===== src/pvc_pkg.sv =====
`timescale 1ns / 1ps
// ----------------------------------------------------------------------------
// pvc_pkg
// Shared types, codes and constants of the PMBus value converter.
// ----------------------------------------------------------------------------
package pvc_pkg;

    localparam int DIV_DW = 64;
    localparam int DIV_SW = 24;

    localparam logic [19:0] MICRO_PER_UNIT = 20'd1000000;

    localparam logic [2:0] OP_L11_DEC = 3'd0;
    localparam logic [2:0] OP_L11_ENC = 3'd1;
    localparam logic [2:0] OP_L16_DEC = 3'd2;
    localparam logic [2:0] OP_L16_ENC = 3'd3;
    localparam logic [2:0] OP_DIR_DEC = 3'd4;

    localparam logic [1:0] CFG_L16_EXP  = 2'd0;
    localparam logic [1:0] CFG_DIRECT_M = 2'd1;
    localparam logic [1:0] CFG_DIRECT_B = 2'd2;
    localparam logic [1:0] CFG_DIRECT_R = 2'd3;

    typedef enum logic [3:0] {
        ST_IDLE,
        ST_PREP,
        ST_PREPB,
        ST_SCALE,
        ST_MUL10,
        ST_DIVR_GO,
        ST_DIVR_WAIT,
        ST_SUBB,
        ST_DIVM_GO,
        ST_DIVM_WAIT,
        ST_DIVK_GO,
        ST_DIVK_WAIT,
        ST_SEARCH,
        ST_ENC,
        ST_DONE
    } pvc_state_t;

    typedef struct packed {
        logic              start;
        logic [DIV_DW-1:0] dividend;
        logic [DIV_SW-1:0] divisor;
    } pvc_div_req_t;

    typedef struct packed {
        logic              done;
        logic [DIV_DW-1:0] quotient;
    } pvc_div_rsp_t;

    function automatic logic [DIV_SW-1:0] pow10(input logic [2:0] k);
        logic [DIV_SW-1:0] p;
        case (k)
            3'd1:    p = 24'd10;
            3'd2:    p = 24'd100;
            3'd3:    p = 24'd1000;
            3'd4:    p = 24'd10000;
            3'd5:    p = 24'd100000;
            3'd6:    p = 24'd1000000;
            3'd7:    p = 24'd10000000;
            default: p = 24'd1;
        endcase
        return p;
    endfunction

endpackage


===== src/pvc_div.sv =====
`timescale 1ns / 1ps
// ----------------------------------------------------------------------------
// pvc_div
// Unsigned radix-2 restoring divider, one quotient bit per cycle.
// ----------------------------------------------------------------------------
module pvc_div
    import pvc_pkg::*;
(
    input  logic         clk,
    input  logic         rst_n,
    input  pvc_div_req_t req,
    output pvc_div_rsp_t rsp
);

    logic [DIV_SW-1:0] rem_reg, rem_next;
    logic [DIV_DW-1:0] quo_reg, quo_next;
    logic [DIV_SW-1:0] dsr_reg, dsr_next;
    logic [5:0]        cnt_reg, cnt_next;
    logic              run_reg, run_next;
    logic              done_reg, done_next;
    logic [DIV_SW:0]   trial;
    logic [DIV_SW:0]   diff;
    logic              ge;

    assign trial = {rem_reg, quo_reg[DIV_DW-1]};
    assign ge    = trial >= {1'b0, dsr_reg};
    assign diff  = trial - {1'b0, dsr_reg};

    always_comb
    begin
        rem_next  = rem_reg;
        quo_next  = quo_reg;
        dsr_next  = dsr_reg;
        cnt_next  = cnt_reg;
        run_next  = run_reg;
        done_next = 1'b0;
        if (req.start)
        begin
            rem_next = '0;
            quo_next = req.dividend;
            dsr_next = req.divisor;
            cnt_next = '0;
            run_next = 1'b1;
        end
        else if (run_reg)
        begin
            rem_next = ge ? diff[DIV_SW-1:0] : trial[DIV_SW-1:0];
            quo_next = {quo_reg[DIV_DW-2:0], ge};
            cnt_next = cnt_reg + 6'd1;
            if (cnt_reg == 6'd63)
            begin
                run_next  = 1'b0;
                done_next = 1'b1;
            end
        end
    end

    always_ff @(posedge clk or negedge rst_n)
    begin
        if (!rst_n)
        begin
            cnt_reg  <= '0;
            run_reg  <= 1'b0;
            done_reg <= 1'b0;
        end
        else
        begin
            cnt_reg  <= cnt_next;
            run_reg  <= run_next;
            done_reg <= done_next;
        end
    end

    always_ff @(posedge clk)
    begin
        rem_reg <= rem_next;
        quo_reg <= quo_next;
        dsr_reg <= dsr_next;
    end

    assign rsp.done     = done_reg;
    assign rsp.quotient = quo_reg;

endmodule


===== src/pvc_core.sv =====
`timescale 1ns / 1ps
// ----------------------------------------------------------------------------
// pvc_core
// Sequencer and working registers; drives the shared divider and shifter.
// ----------------------------------------------------------------------------
module pvc_core
    import pvc_pkg::*;
(
    input  logic               clk,
    input  logic               rst_n,
    input  logic               start,
    input  logic [2:0]         operation,
    input  logic [15:0]        word_in,
    input  logic signed [31:0] micro_in,
    input  logic signed [4:0]  l16_exp,
    input  logic signed [15:0] direct_m,
    input  logic signed [15:0] direct_b,
    input  logic signed [3:0]  direct_r,
    input  pvc_div_rsp_t       div_rsp,
    output pvc_div_req_t       div_req,
    output logic               busy,
    output logic               done,
    output logic [15:0]        word_out,
    output logic signed [31:0] micro_out,
    output logic               invalid
);

    pvc_state_t         state_reg, state_next;
    logic [2:0]         op_reg, op_next;
    logic [15:0]        word_reg, word_next;
    logic signed [31:0] micro_reg, micro_next;
    logic signed [63:0] acc_reg, acc_next;
    logic signed [63:0] bprod_reg, bprod_next;
    logic [3:0]         cnt_reg, cnt_next;
    logic signed [4:0]  n_reg, n_next;
    logic               neg_reg, neg_next;
    logic [15:0]        rw_reg, rw_next;
    logic signed [31:0] rm_reg, rm_next;
    logic               ri_reg, ri_next;

    logic signed [16:0] mul_a;
    logic signed [37:0] mul_p;
    logic signed [4:0]  e_sel;
    logic [4:0]         e_amt;
    logic signed [63:0] sh_val;
    logic               sh_ovf;
    logic [4:0]         l16_amt;
    logic [47:0]        l16_v;
    logic [31:0]        micro_mag;
    logic [63:0]        acc_mag;
    logic [15:0]        m_mag;
    logic [63:0]        q_sgn;
    logic               q_ovf;
    logic [4:0]         srch_amt;
    logic [27:0]        srch_out;
    logic               fits;
    logic [10:0]        y_mag;
    logic [10:0]        y_val;

    // shared multiplier by one million
    assign mul_a = (state_reg == ST_PREPB) ? 17'(direct_b)
                 : (op_reg == OP_L11_DEC)  ? 17'(signed'(word_reg[10:0]))
                 : (op_reg == OP_L16_DEC)  ? signed'({1'b0, word_reg})
                 : 17'(signed'(word_reg));
    assign mul_p = mul_a * signed'({1'b0, MICRO_PER_UNIT});

    // linear scaling by a power of two
    assign e_sel  = (op_reg == OP_L11_DEC) ? signed'(word_reg[15:11]) : l16_exp;
    assign e_amt  = 5'(-e_sel);
    assign sh_val = (e_sel >= 0) ? (acc_reg <<< e_sel[3:0]) : (acc_reg >>> e_amt);
    assign sh_ovf = (sh_val > 64'sd2147483647) || (sh_val < -64'sd2147483648);

    assign l16_amt   = (l16_exp < 0) ? 5'(-l16_exp) : 5'(l16_exp);
    assign l16_v     = (l16_exp < 0) ? ({17'd0, micro_reg[30:0]} << l16_amt)
                                     : {17'd0, micro_reg[30:0] >> l16_amt};
    assign micro_mag = micro_reg[31] ? (~micro_reg + 32'd1) : micro_reg;
    assign acc_mag   = acc_reg[63] ? (64'd0 - acc_reg) : acc_reg;
    assign m_mag     = direct_m[15] ? (16'd0 - direct_m) : direct_m;

    assign q_sgn = neg_reg ? (64'd0 - div_rsp.quotient) : div_rsp.quotient;
    assign q_ovf = neg_reg ? (div_rsp.quotient > 64'd2147483648)
                           : (div_rsp.quotient > 64'd2147483647);

    // shared shifter for the exponent search
    assign srch_amt = (state_reg == ST_ENC) ? (5'(n_reg) + 5'd16) : (5'(n_reg) + 5'd15);
    assign srch_out = acc_reg[27:0] >> srch_amt;
    assign fits     = neg_reg ? (srch_out <= 28'd1024) : (srch_out <= 28'd1023);
    assign y_mag    = neg_reg ? ((srch_out > 28'd1024) ? 11'd1024 : srch_out[10:0])
                              : ((srch_out > 28'd1023) ? 11'd1023 : srch_out[10:0]);
    assign y_val    = neg_reg ? (11'd0 - y_mag) : y_mag;

    // next state
    always_comb
    begin
        state_next = state_reg;
        case (state_reg)
            ST_IDLE:
            begin
                if (start)
                    state_next = ST_PREP;
            end
            ST_PREP:
            begin
                case (op_reg)
                    OP_L11_DEC, OP_L16_DEC: state_next = ST_SCALE;
                    OP_L11_ENC: state_next = (micro_reg == 0) ? ST_DONE : ST_DIVK_GO;
                    OP_L16_ENC: state_next = (micro_reg <= 0) ? ST_DONE : ST_DIVK_GO;
                    OP_DIR_DEC: state_next = (direct_m == 0) ? ST_DONE : ST_PREPB;
                    default:    state_next = ST_DONE;
                endcase
            end
            ST_PREPB:
            begin
                if (direct_r < 0)
                    state_next = ST_MUL10;
                else if (direct_r > 0)
                    state_next = ST_DIVR_GO;
                else
                    state_next = ST_SUBB;
            end
            ST_SCALE:     state_next = ST_DONE;
            ST_MUL10:
            begin
                if (cnt_reg == 4'd1)
                    state_next = ST_SUBB;
            end
            ST_DIVR_GO:   state_next = ST_DIVR_WAIT;
            ST_DIVR_WAIT:
            begin
                if (div_rsp.done)
                    state_next = ST_SUBB;
            end
            ST_SUBB:      state_next = ST_DIVM_GO;
            ST_DIVM_GO:   state_next = ST_DIVM_WAIT;
            ST_DIVM_WAIT:
            begin
                if (div_rsp.done)
                    state_next = ST_DONE;
            end
            ST_DIVK_GO:   state_next = ST_DIVK_WAIT;
            ST_DIVK_WAIT:
            begin
                if (div_rsp.done)
                    state_next = (op_reg == OP_L11_ENC) ? ST_SEARCH : ST_DONE;
            end
            ST_SEARCH:
            begin
                if ((n_reg == -5'sd16) || !fits)
                    state_next = ST_ENC;
            end
            ST_ENC:       state_next = ST_DONE;
            ST_DONE:      state_next = ST_IDLE;
            default:      state_next = ST_IDLE;
        endcase
    end

    // outputs
    always_comb
    begin
        busy             = (state_reg != ST_IDLE);
        done             = (state_reg == ST_DONE);
        div_req.start    = 1'b0;
        div_req.dividend = acc_mag;
        div_req.divisor  = 24'(MICRO_PER_UNIT);
        case (state_reg)
            ST_DIVR_GO:
            begin
                div_req.start   = 1'b1;
                div_req.divisor = pow10(direct_r[2:0]);
            end
            ST_DIVM_GO:
            begin
                div_req.start   = 1'b1;
                div_req.divisor = {8'd0, m_mag};
            end
            ST_DIVK_GO:
            begin
                div_req.start    = 1'b1;
                div_req.dividend = acc_reg;
            end
            default:
            begin
                div_req.start = 1'b0;
            end
        endcase
    end

    // working registers
    always_comb
    begin
        op_next    = op_reg;
        word_next  = word_reg;
        micro_next = micro_reg;
        acc_next   = acc_reg;
        bprod_next = bprod_reg;
        cnt_next   = cnt_reg;
        n_next     = n_reg;
        neg_next   = neg_reg;
        rw_next    = rw_reg;
        rm_next    = rm_reg;
        ri_next    = ri_reg;
        case (state_reg)
            ST_IDLE:
            begin
                if (start)
                begin
                    op_next    = operation;
                    word_next  = word_in;
                    micro_next = micro_in;
                end
            end
            ST_PREP:
            begin
                rw_next = '0;
                rm_next = '0;
                ri_next = 1'b0;
                case (op_reg)
                    OP_L11_DEC, OP_L16_DEC:
                    begin
                        acc_next = 64'(mul_p);
                    end
                    OP_L11_ENC:
                    begin
                        acc_next = signed'({16'd0, micro_mag, 16'd0});
                        neg_next = micro_reg[31];
                    end
                    OP_L16_ENC:
                    begin
                        acc_next = signed'({16'd0, l16_v});
                    end
                    OP_DIR_DEC:
                    begin
                        acc_next = 64'(mul_p);
                        ri_next  = (direct_m == 0);
                    end
                    default:
                    begin
                        ri_next = 1'b1;
                    end
                endcase
            end
            ST_PREPB:
            begin
                bprod_next = 64'(mul_p);
                cnt_next   = 4'(-direct_r);
            end
            ST_SCALE:
            begin
                rm_next = sh_ovf ? 32'sd0 : sh_val[31:0];
                ri_next = sh_ovf;
            end
            ST_MUL10:
            begin
                acc_next = (acc_reg <<< 3) + (acc_reg <<< 1);
                cnt_next = cnt_reg - 4'd1;
            end
            ST_DIVR_GO:
            begin
                neg_next = acc_reg[63];
            end
            ST_DIVR_WAIT:
            begin
                if (div_rsp.done)
                    acc_next = signed'(q_sgn);
            end
            ST_SUBB:
            begin
                acc_next = acc_reg - bprod_reg;
            end
            ST_DIVM_GO:
            begin
                neg_next = acc_reg[63] ^ direct_m[15];
            end
            ST_DIVM_WAIT:
            begin
                if (div_rsp.done)
                begin
                    rm_next = q_ovf ? 32'sd0 : signed'(q_sgn[31:0]);
                    ri_next = q_ovf;
                end
            end
            ST_DIVK_WAIT:
            begin
                if (div_rsp.done)
                begin
                    acc_next = signed'(div_rsp.quotient);
                    n_next   = 5'sd15;
                    if (div_rsp.quotient > 64'd65535)
                        rw_next = 16'hFFFF;
                    else
                        rw_next = div_rsp.quotient[15:0];
                end
            end
            ST_SEARCH:
            begin
                if ((n_reg != -5'sd16) && fits)
                    n_next = n_reg - 5'sd1;
            end
            ST_ENC:
            begin
                rw_next = {n_reg, y_val};
            end
            default:
            begin
                acc_next = acc_reg;
            end
        endcase
    end

    always_ff @(posedge clk or negedge rst_n)
    begin
        if (!rst_n)
            state_reg <= ST_IDLE;
        else
            state_reg <= state_next;
    end

    always_ff @(posedge clk)
    begin
        op_reg    <= op_next;
        word_reg  <= word_next;
        micro_reg <= micro_next;
        acc_reg   <= acc_next;
        bprod_reg <= bprod_next;
        cnt_reg   <= cnt_next;
        n_reg     <= n_next;
        neg_reg   <= neg_next;
        rw_reg    <= rw_next;
        rm_reg    <= rm_next;
        ri_reg    <= ri_next;
    end

    assign word_out  = rw_reg;
    assign micro_out = rm_reg;
    assign invalid   = ri_reg;

endmodule


===== src/pmbus_value_converter_top.sv =====
`timescale 1ns / 1ps
// ----------------------------------------------------------------------------
// pmbus_value_converter_top
// Converts PMBus LINEAR11, LINEAR16 and DIRECT words to and from micro-units.
// ----------------------------------------------------------------------------
// A conversion is taken when start is high while busy is low; busy then stays
// high until the result beat, which sits on word_out, micro_out and invalid
// for the single cycle in which done is high and cannot be held off. Unknown
// codes, DIRECT with m zero, a zero LINEAR11 encode and a non-positive
// LINEAR16 encode go from ST_PREP straight to ST_DONE; LINEAR decodes pass
// through ST_SCALE first. The other paths wait on the shared radix-2 divider:
// one division for encodes and for DIRECT with R zero or negative, two for
// DIRECT with positive R. LINEAR11 encodes then run the exponent search and
// pack the word in ST_ENC, and negative R adds up to 8 multiply-by-ten steps.
// ----------------------------------------------------------------------------
module pmbus_value_converter_top
    import pvc_pkg::*;
(
    input  logic               clk,
    input  logic               rst_n,
    input  logic               start,
    output logic               busy,
    output logic               done,
    input  logic [2:0]         operation,
    input  logic [15:0]        word_in,
    input  logic signed [31:0] micro_in,
    output logic [15:0]        word_out,
    output logic signed [31:0] micro_out,
    output logic               invalid,
    input  logic               cfg_we,
    input  logic [1:0]         cfg_index,
    input  logic [15:0]        cfg_data
);

    logic signed [4:0]  l16_exp_reg;
    logic signed [15:0] m_reg;
    logic signed [15:0] b_reg;
    logic signed [3:0]  r_reg;
    pvc_div_req_t       div_req;
    pvc_div_rsp_t       div_rsp;

    always_ff @(posedge clk or negedge rst_n)
    begin
        if (!rst_n)
        begin
            l16_exp_reg <= 5'sd0;
            m_reg       <= 16'sd1;
            b_reg       <= 16'sd0;
            r_reg       <= 4'sd0;
        end
        else if (cfg_we)
        begin
            case (cfg_index)
                CFG_L16_EXP:  l16_exp_reg <= signed'(cfg_data[4:0]);
                CFG_DIRECT_M: m_reg       <= signed'(cfg_data);
                CFG_DIRECT_B: b_reg       <= signed'(cfg_data);
                CFG_DIRECT_R: r_reg       <= signed'(cfg_data[3:0]);
                default:      r_reg       <= r_reg;
            endcase
        end
    end

    pvc_core u_core (
        .clk       (clk),
        .rst_n     (rst_n),
        .start     (start),
        .operation (operation),
        .word_in   (word_in),
        .micro_in  (micro_in),
        .l16_exp   (l16_exp_reg),
        .direct_m  (m_reg),
        .direct_b  (b_reg),
        .direct_r  (r_reg),
        .div_rsp   (div_rsp),
        .div_req   (div_req),
        .busy      (busy),
        .done      (done),
        .word_out  (word_out),
        .micro_out (micro_out),
        .invalid   (invalid)
    );

    pvc_div u_div (
        .clk   (clk),
        .rst_n (rst_n),
        .req   (div_req),
        .rsp   (div_rsp)
    );

endmodule


===== config.mk =====
export PLATFORM = sky130hd
export DESIGN_NAME = pmbus_value_converter_top
export DESIGN_NICKNAME = d
export VERILOG_FILES = /design/src/pvc_pkg.sv /design/src/pvc_div.sv /design/src/pvc_core.sv /design/src/pmbus_value_converter_top.sv
export SDC_FILE = /design/constraint.sdc
export NUM_CORES = 2
export LEC_CHECK = 0
export CAP_MARGIN = 20
export CORE_UTILIZATION = 39
export CTS_CLUSTER_DIAMETER = 30
export DETAILED_ROUTE_END_ITERATION = 7
export DONT_BUFFER_PORTS = 1
export REMOVE_ABC_BUFFERS = 1
export SETUP_SLACK_MARGIN = 0.5
export SYNTH_ARGS = -nofsm -noshare
export SYNTH_HDL_FRONTEND = slang
export SYNTH_SLANG_ARGS = --single-unit
export TNS_END_PERCENT = 1

===== constraint.sdc =====
create_clock -name clk -period 17.18 [get_ports clk]
set_input_delay 0.859 -clock clk [delete_from_list [all_inputs] [get_ports clk]]
set_output_delay 0.859 -clock clk [all_outputs]
set_load 0.05 [all_outputs]

[Yosys cells after proc, flatten, opt, wreduce, memory -nomap -nowiden]
Index checks and enable logic that the tools add are counted.
Cells by class
  $add $sub $neg: 16
  multipliers: 1
  order comparisons: 15
  eq/ne operators: 41
  shifts and indexed selects: 5
  multiplexer cells: 67
  bitwise gates (word level): 2
  reductions and logical operators: 33
Operators with widths (count)
  $mux 64: 8
  $pmux 64 s5: 1
  $pmux 64 s3: 1
  $pmux 24 s7: 1
  $gt 64x32->1 const B: 2
  $mux 32: 4
  $sub 1x64->64 const A: 2
  $pmux 32 s3: 1
  $add 64x64->64: 1
  $gt 64x16->1 const B: 1
  $gt 64x31->1 const B: 1
  $logic_not 32->1: 2
  $lt 64x32->1 const B: 1
  $sshl 64x4->64: 1
  $sshr 64x5->64: 1
  $sub 64x38->64: 1
  $pmux 4 s13: 1
  $mux 17: 3
  $mux 16: 3
  $mux 48: 1
  $pmux 16 s3: 1
  $pmux 24 s2: 1
  $shl 31x5->48: 1
  $mux 11: 4
  70 further kinds: 136
Storage, ports and cells
  bits in registers: 371
  output and inout bits: 51

[Depth between registers and ports, before layout]
  depth after elaboration: 9
  mapped depth: 31
  depth with buffers taken out: 28

[Cells and area by module]
A second synthesis with hierarchy kept.
Unflattened totals
  cell total of the unflattened synthesis: 5631
  area, all modules: 46452.1 µm²
By module, submodules not included
  pvc_core: instances 1, cells each 5007, area each 38448.1 µm²
  pvc_div: instances 1, cells each 536, area each 6346.1 µm²
  pmbus_value_converter_top: instances 1, cells each 88, area each 1657.8 µm²

[Worst setup path after synthesis]
OpenSTA, ideal clock, no wires.
  path kind: reg-to-reg
  start: register u_core.state_reg[3]
  end: register u_core.acc_reg[40], data pin
  arrival: 8578 ps
  slack: 8323 ps
  cell stages (with the launch flop): 30
  cells stage by stage: dfrtp_1 clkbuf_1 nor2_1 nand2_1 inv_1 buf_1 buf_1 mux2i_1 inv_1 ha_1 inv_1 fa_1 inv_1 fa_1 inv_1 fa_1 inv_1 fa_1 ha_1 ha_1 o21ai_0 or3_1 nor3_1 o311ai_0 a2111oi_0 o21ai_0 and3_1 a21oi_1 a22o_1 a21oi_1
Between the ends
  longest elaborated chain between the ends: 5
  elaborated cells on any way between the ends: 10
  classes of those cells: 1 x mul; 6 x eq/ne; 3 x mux
RTL lines
  start: declaration: line pvc_core.sv:28  | pvc_state_t state_reg, state_next;
  start signal: assignment: line pvc_core.sv:315  | state_reg <= state_next;
  $eq 4x2->1: line pvc_core.sv:61  | assign mul_a = (state_reg == ST_PREPB) ? 17'(direct_b)
  $mux 17: line pvc_core.sv:61
  $mul 17x15->32: line pvc_core.sv:65  | assign mul_p = mul_a * signed'({1'b0, MICRO_PER_UNIT});
  via u_core.mul_p[37]: line pvc_core.sv:42  | logic signed [37:0] mul_p;
  $pmux 64 s3: line pvc_core.sv:217  | case (op_reg)
  $pmux 64 s5: line pvc_core.sv:202  | case (state_reg)
  via u_core.acc_next[40]: line pvc_core.sv:32  | logic signed [63:0] acc_reg, acc_next;
  end signal: assignment: line pvc_core.sv:323  | acc_reg <= acc_next;
  end: declaration: line pvc_core.sv:32
The timed path passes the listed nets, and every way through them passes these cells.
A chain may end at the register's enable or synchronous reset.

[Worst setup path in the final report]
  start: register u_core.state_reg[1]
  end: register u_core.acc_reg[63], data pin
Between the ends
  longest elaborated chain between the ends: 5
  elaborated cells on any way between the ends: 10
  classes of those cells: 1 x mul; 6 x eq/ne; 3 x mux
RTL lines (line)
  $eq 4x2->1: pvc_core.sv:61
  $mux 17: pvc_core.sv:61
  $mul 17x15->32: pvc_core.sv:65
  $pmux 64 s3: pvc_core.sv:217
  $pmux 64 s5 (*): pvc_core.sv:202
  via u_core.acc_next[63]: pvc_core.sv:32
The timed path passes the listed nets; every way through them passes the cells marked *.

==> flow_summary.json <==
{
  "status": "complete, but fails checks",
  "violations": "design-rule violations",
  "clock_latency_ns": 0.70,
  "regArea_mm2": 0.0105,
  "core_mm2": 0.116,
  "period_share_pct": 56.9,
  "synth_edf_count": 290,
  "drtIter0Drc": 5361,
  "yosysMostFrequentCell": "nand2_1",
  "worstReg2RegStart": "u_core.state_reg[1]$_DFFE_PN0P_",
  "async_reset_ff_share_pct": 14.4,
  "wl_per_cell_um": 25.7,
  "crit_arrival_ns": 10.31,
  "drtPass1Iterations": 8,
  "drtAntennaViolNets": 0,
  "num_rows": 125,
  "dieWidth_um": 344,
  "slew_viol_final": 0,
  "worst_r2r_endpoint": "u_core.acc_reg[63]$_DFFE_PP_",
  "clock_sinks": 367,
  "nNetsFinal": 5777,
  "setup_violations": 0,
  "synthTopCellsByArea": "edfxtp_1, mux2i_1, ha_1",
  "io_buffer_count": 0,
  "hold_path_class": "input port to async pin",
  "dieArea_mm2": 0.118,
  "multi_input_area_mm2": 0.0326,
  "endpoint_kind": "flop",
  "fmax_mhz": 102,
  "grt_pass1_vias": 41300,
  "maxCapViolations": 0,
  "cts_buffer_depth": 3,
  "grt_antenna_before_repair": 7,
  "hold_violations": 0,
  "grt_usage_pct": 29.2,
  "grt_max_degree": 85,
  "synthFlopType": "edfxtp_1",
  "synthCells": 5540,
  "synth_seq_cells": 367,
  "cts_buffers": 95,
  "fin_setup_tns_ns": 0,
  "worstSetupStartpointType": "flop",
  "synth_seq_area_share_pct": 23.0,
  "fin_skew_ns": 0.0353,
  "overflow": 0,
  "post-route-min-period_ns": 9.78,
  "cts_root_buffer": "clkbuf_16",
  "wl_mm": 179,
  "reg2reg_slack_ns": 7.40,
  "ys_types": 108,
  "yosysWarnings": 0,
  "clk_pin_slew_worst_paths_ns": 0.05,
  "post-route-drc-count": 3,
  "fillers": 11600,
  "reg2reg_depth": 26,
  "yosys.area.top_type": "edfxtp_1",
  "grt_pass1_wl_mm": 264,
  "syn_area_mm2": 0.0457,
  "io_pins": 124,
  "required_ns": 17.71,
  "globalplace.congestion": 0.995,
  "synth_area_per_cell_um2": 8.24,
  "layout-drive-gt1-share_pct": 9.24,
  "avgViaCountPerCell": 6.41,
  "htree_levels": 3,
  "die_h_um": 344,
  "start_util_pct": 39.3,
  "slew_headroom_pct": 7.97,
  "num_vias": 44600,
  "crit_fanout": 51,
  "synth_common_cells": "nand2_1, mux2i_1, a21oi_1",
  "area_growth_pct": 9.84,
  "synth.top_cell.area_share_pct": 19.1,
  "cts-resized-gates": 0,
  "cts_tree": "built",
  "rsz0062_at_grt": "no",
  "worst_slew_pin_slew_ns": 1.37,
  "criticalPathCategory": "flop to flop",
  "dp_hpwl_mm": 135
}
==> layer usage <==
layer	global-route usage (%)	vias to the layer above	share of wire, %
li1	-	20200	-
met1	41.8	21500	43
met3	5.65	434	10
met2	42.6	2441	42
met4	11.6	8	4.4
met5	0	-	0.030
==> kinds of logic (layout without fill, tap and decap cells) <==
kind of cell             after synthesis  count (layout)  synth area share (%)
other                                  1               6               0.00821
buffers and inverters                665             556                  5.90
multiplexers                         586             586                  14.3
AO/OA/AOI/OAI                       1631            1631                  23.1
flip-flops                           367             367                  23.0
XOR/XNOR                             322             322                  6.18
AND/OR/NAND/NOR                     1613            1613                  16.7
adder cells (fa/ha/maj)              355             355                  10.8
==> cell usage in the layout, fill, tap and decap left out, drive strengths merged, types with 68 or more instances in the layout <==
cell	synthesis	layout
o21ai	390	390
mux2	85	85
xor2	144	144
a21oi	454	454
nand2	539	539
nor3	99	99
edfxtp	290	290
nor2	400	400
ha	288	288
o211ai	70	70
clkbuf	286	103
nand2b	68	68
inv	266	277
nand3	162	162
mux2i	457	457
xnor2	178	178
a21o	96	96
a211oi	72	72
buf	110	110
==> worst max-delay path: stages (launching register included) <==
cell and delay (ns):
dfrtp_1 0.88, nor2b_1 0.43, nand2_1 0.39, inv_2 0.20, buf_4 0.55, mux2i_1 0.55, inv_1 0.24, ha_1 0.40
xor2_1 0.16, ha_1 0.18, a31oi_1 0.27, fa_1 0.50, fa_1 0.52, fa_1 0.54, inv_1 0.04, ha_1 0.29
ha_1 0.33, o21ai_0 0.16, or3_1 0.33, nor3_1 0.13, o311ai_0 0.23, a2111oi_0 0.71, or3_1 0.23, nand4_1 0.27
nor2_1 0.82, nor4b_1 0.13, o21ai_0 0.12
==> through the flow <==
| step | util [%] | hold slack (ns) | instance area, um^2 | setup slack, ns | std cells |
|---|---|---|---|---|---|
| after floorplan | - | 0.451 | 44000 | 8.52 | 5142 |
| after global placement | 40.4 | 0.473 | 46900 | 7.78 | 6775 |
| after detailed placement | 40.4 | 0.485 | 46900 | 7.46 | 6775 |
| after CTS | 43.2 | 0.00959 | 50100 | 7.43 | 6955 |
| after global routing | 43.2 | 0.0320 | 50100 | 6.75 | 6955 |
| final | 43.2 | 0.0351 | 50100 | 7.40 | 6960 |
==> cell type report <==
class                           count  area share (%)
Antenna cell                        5          0.0250
Clock inverter                     76            1.60
Clock buffer                      103            4.82
Sequential cell                   367            21.0
Tap cell                         1524            3.80
Multi-Input combinational cell   4508            65.1
Timing Repair Buffer              110            1.69
Inverter                          267            2.00
==> worst max path at each step <==
| stage | startpoint | endpoint | slack [ns] |
|---|---|---|---|
| 3_3_place_gp | u_core.state_reg[1]$_DFFE_PN0P_ | u_core.acc_reg[40]$_DFFE_PP_ | 7.78 |
| 4_1_cts | u_core.state_reg[1]$_DFFE_PN0P_ | u_core.acc_reg[40]$_DFFE_PP_ | 7.43 |
| 3_5_place_dp | u_core.state_reg[1]$_DFFE_PN0P_ | u_core.acc_reg[40]$_DFFE_PP_ | 7.46 |
| 5_1_grt | u_core.state_reg[1]$_DFFE_PN0P_ | u_core.acc_reg[63]$_DFFE_PP_ | 6.75 |
| 6_report | u_core.state_reg[1]$_DFFE_PN0P_ | u_core.acc_reg[63]$_DFFE_PP_ | 7.40 |
| 2_1_floorplan | u_core.state_reg[1]$_DFFE_PN0P_ | u_core.acc_reg[40]$_DFFE_PP_ | 8.52 |
==> timing repair <==
action | 4_1_cts | 5_1_grt
hold endpoints to repair | 53 | 0
buffers inserted | 0 | 0
hold buffers | 1 | 0
Power is left out: the tool's default activity adds up to more than one toggle a clock period on the data nets, which glitch-free logic cannot reach.
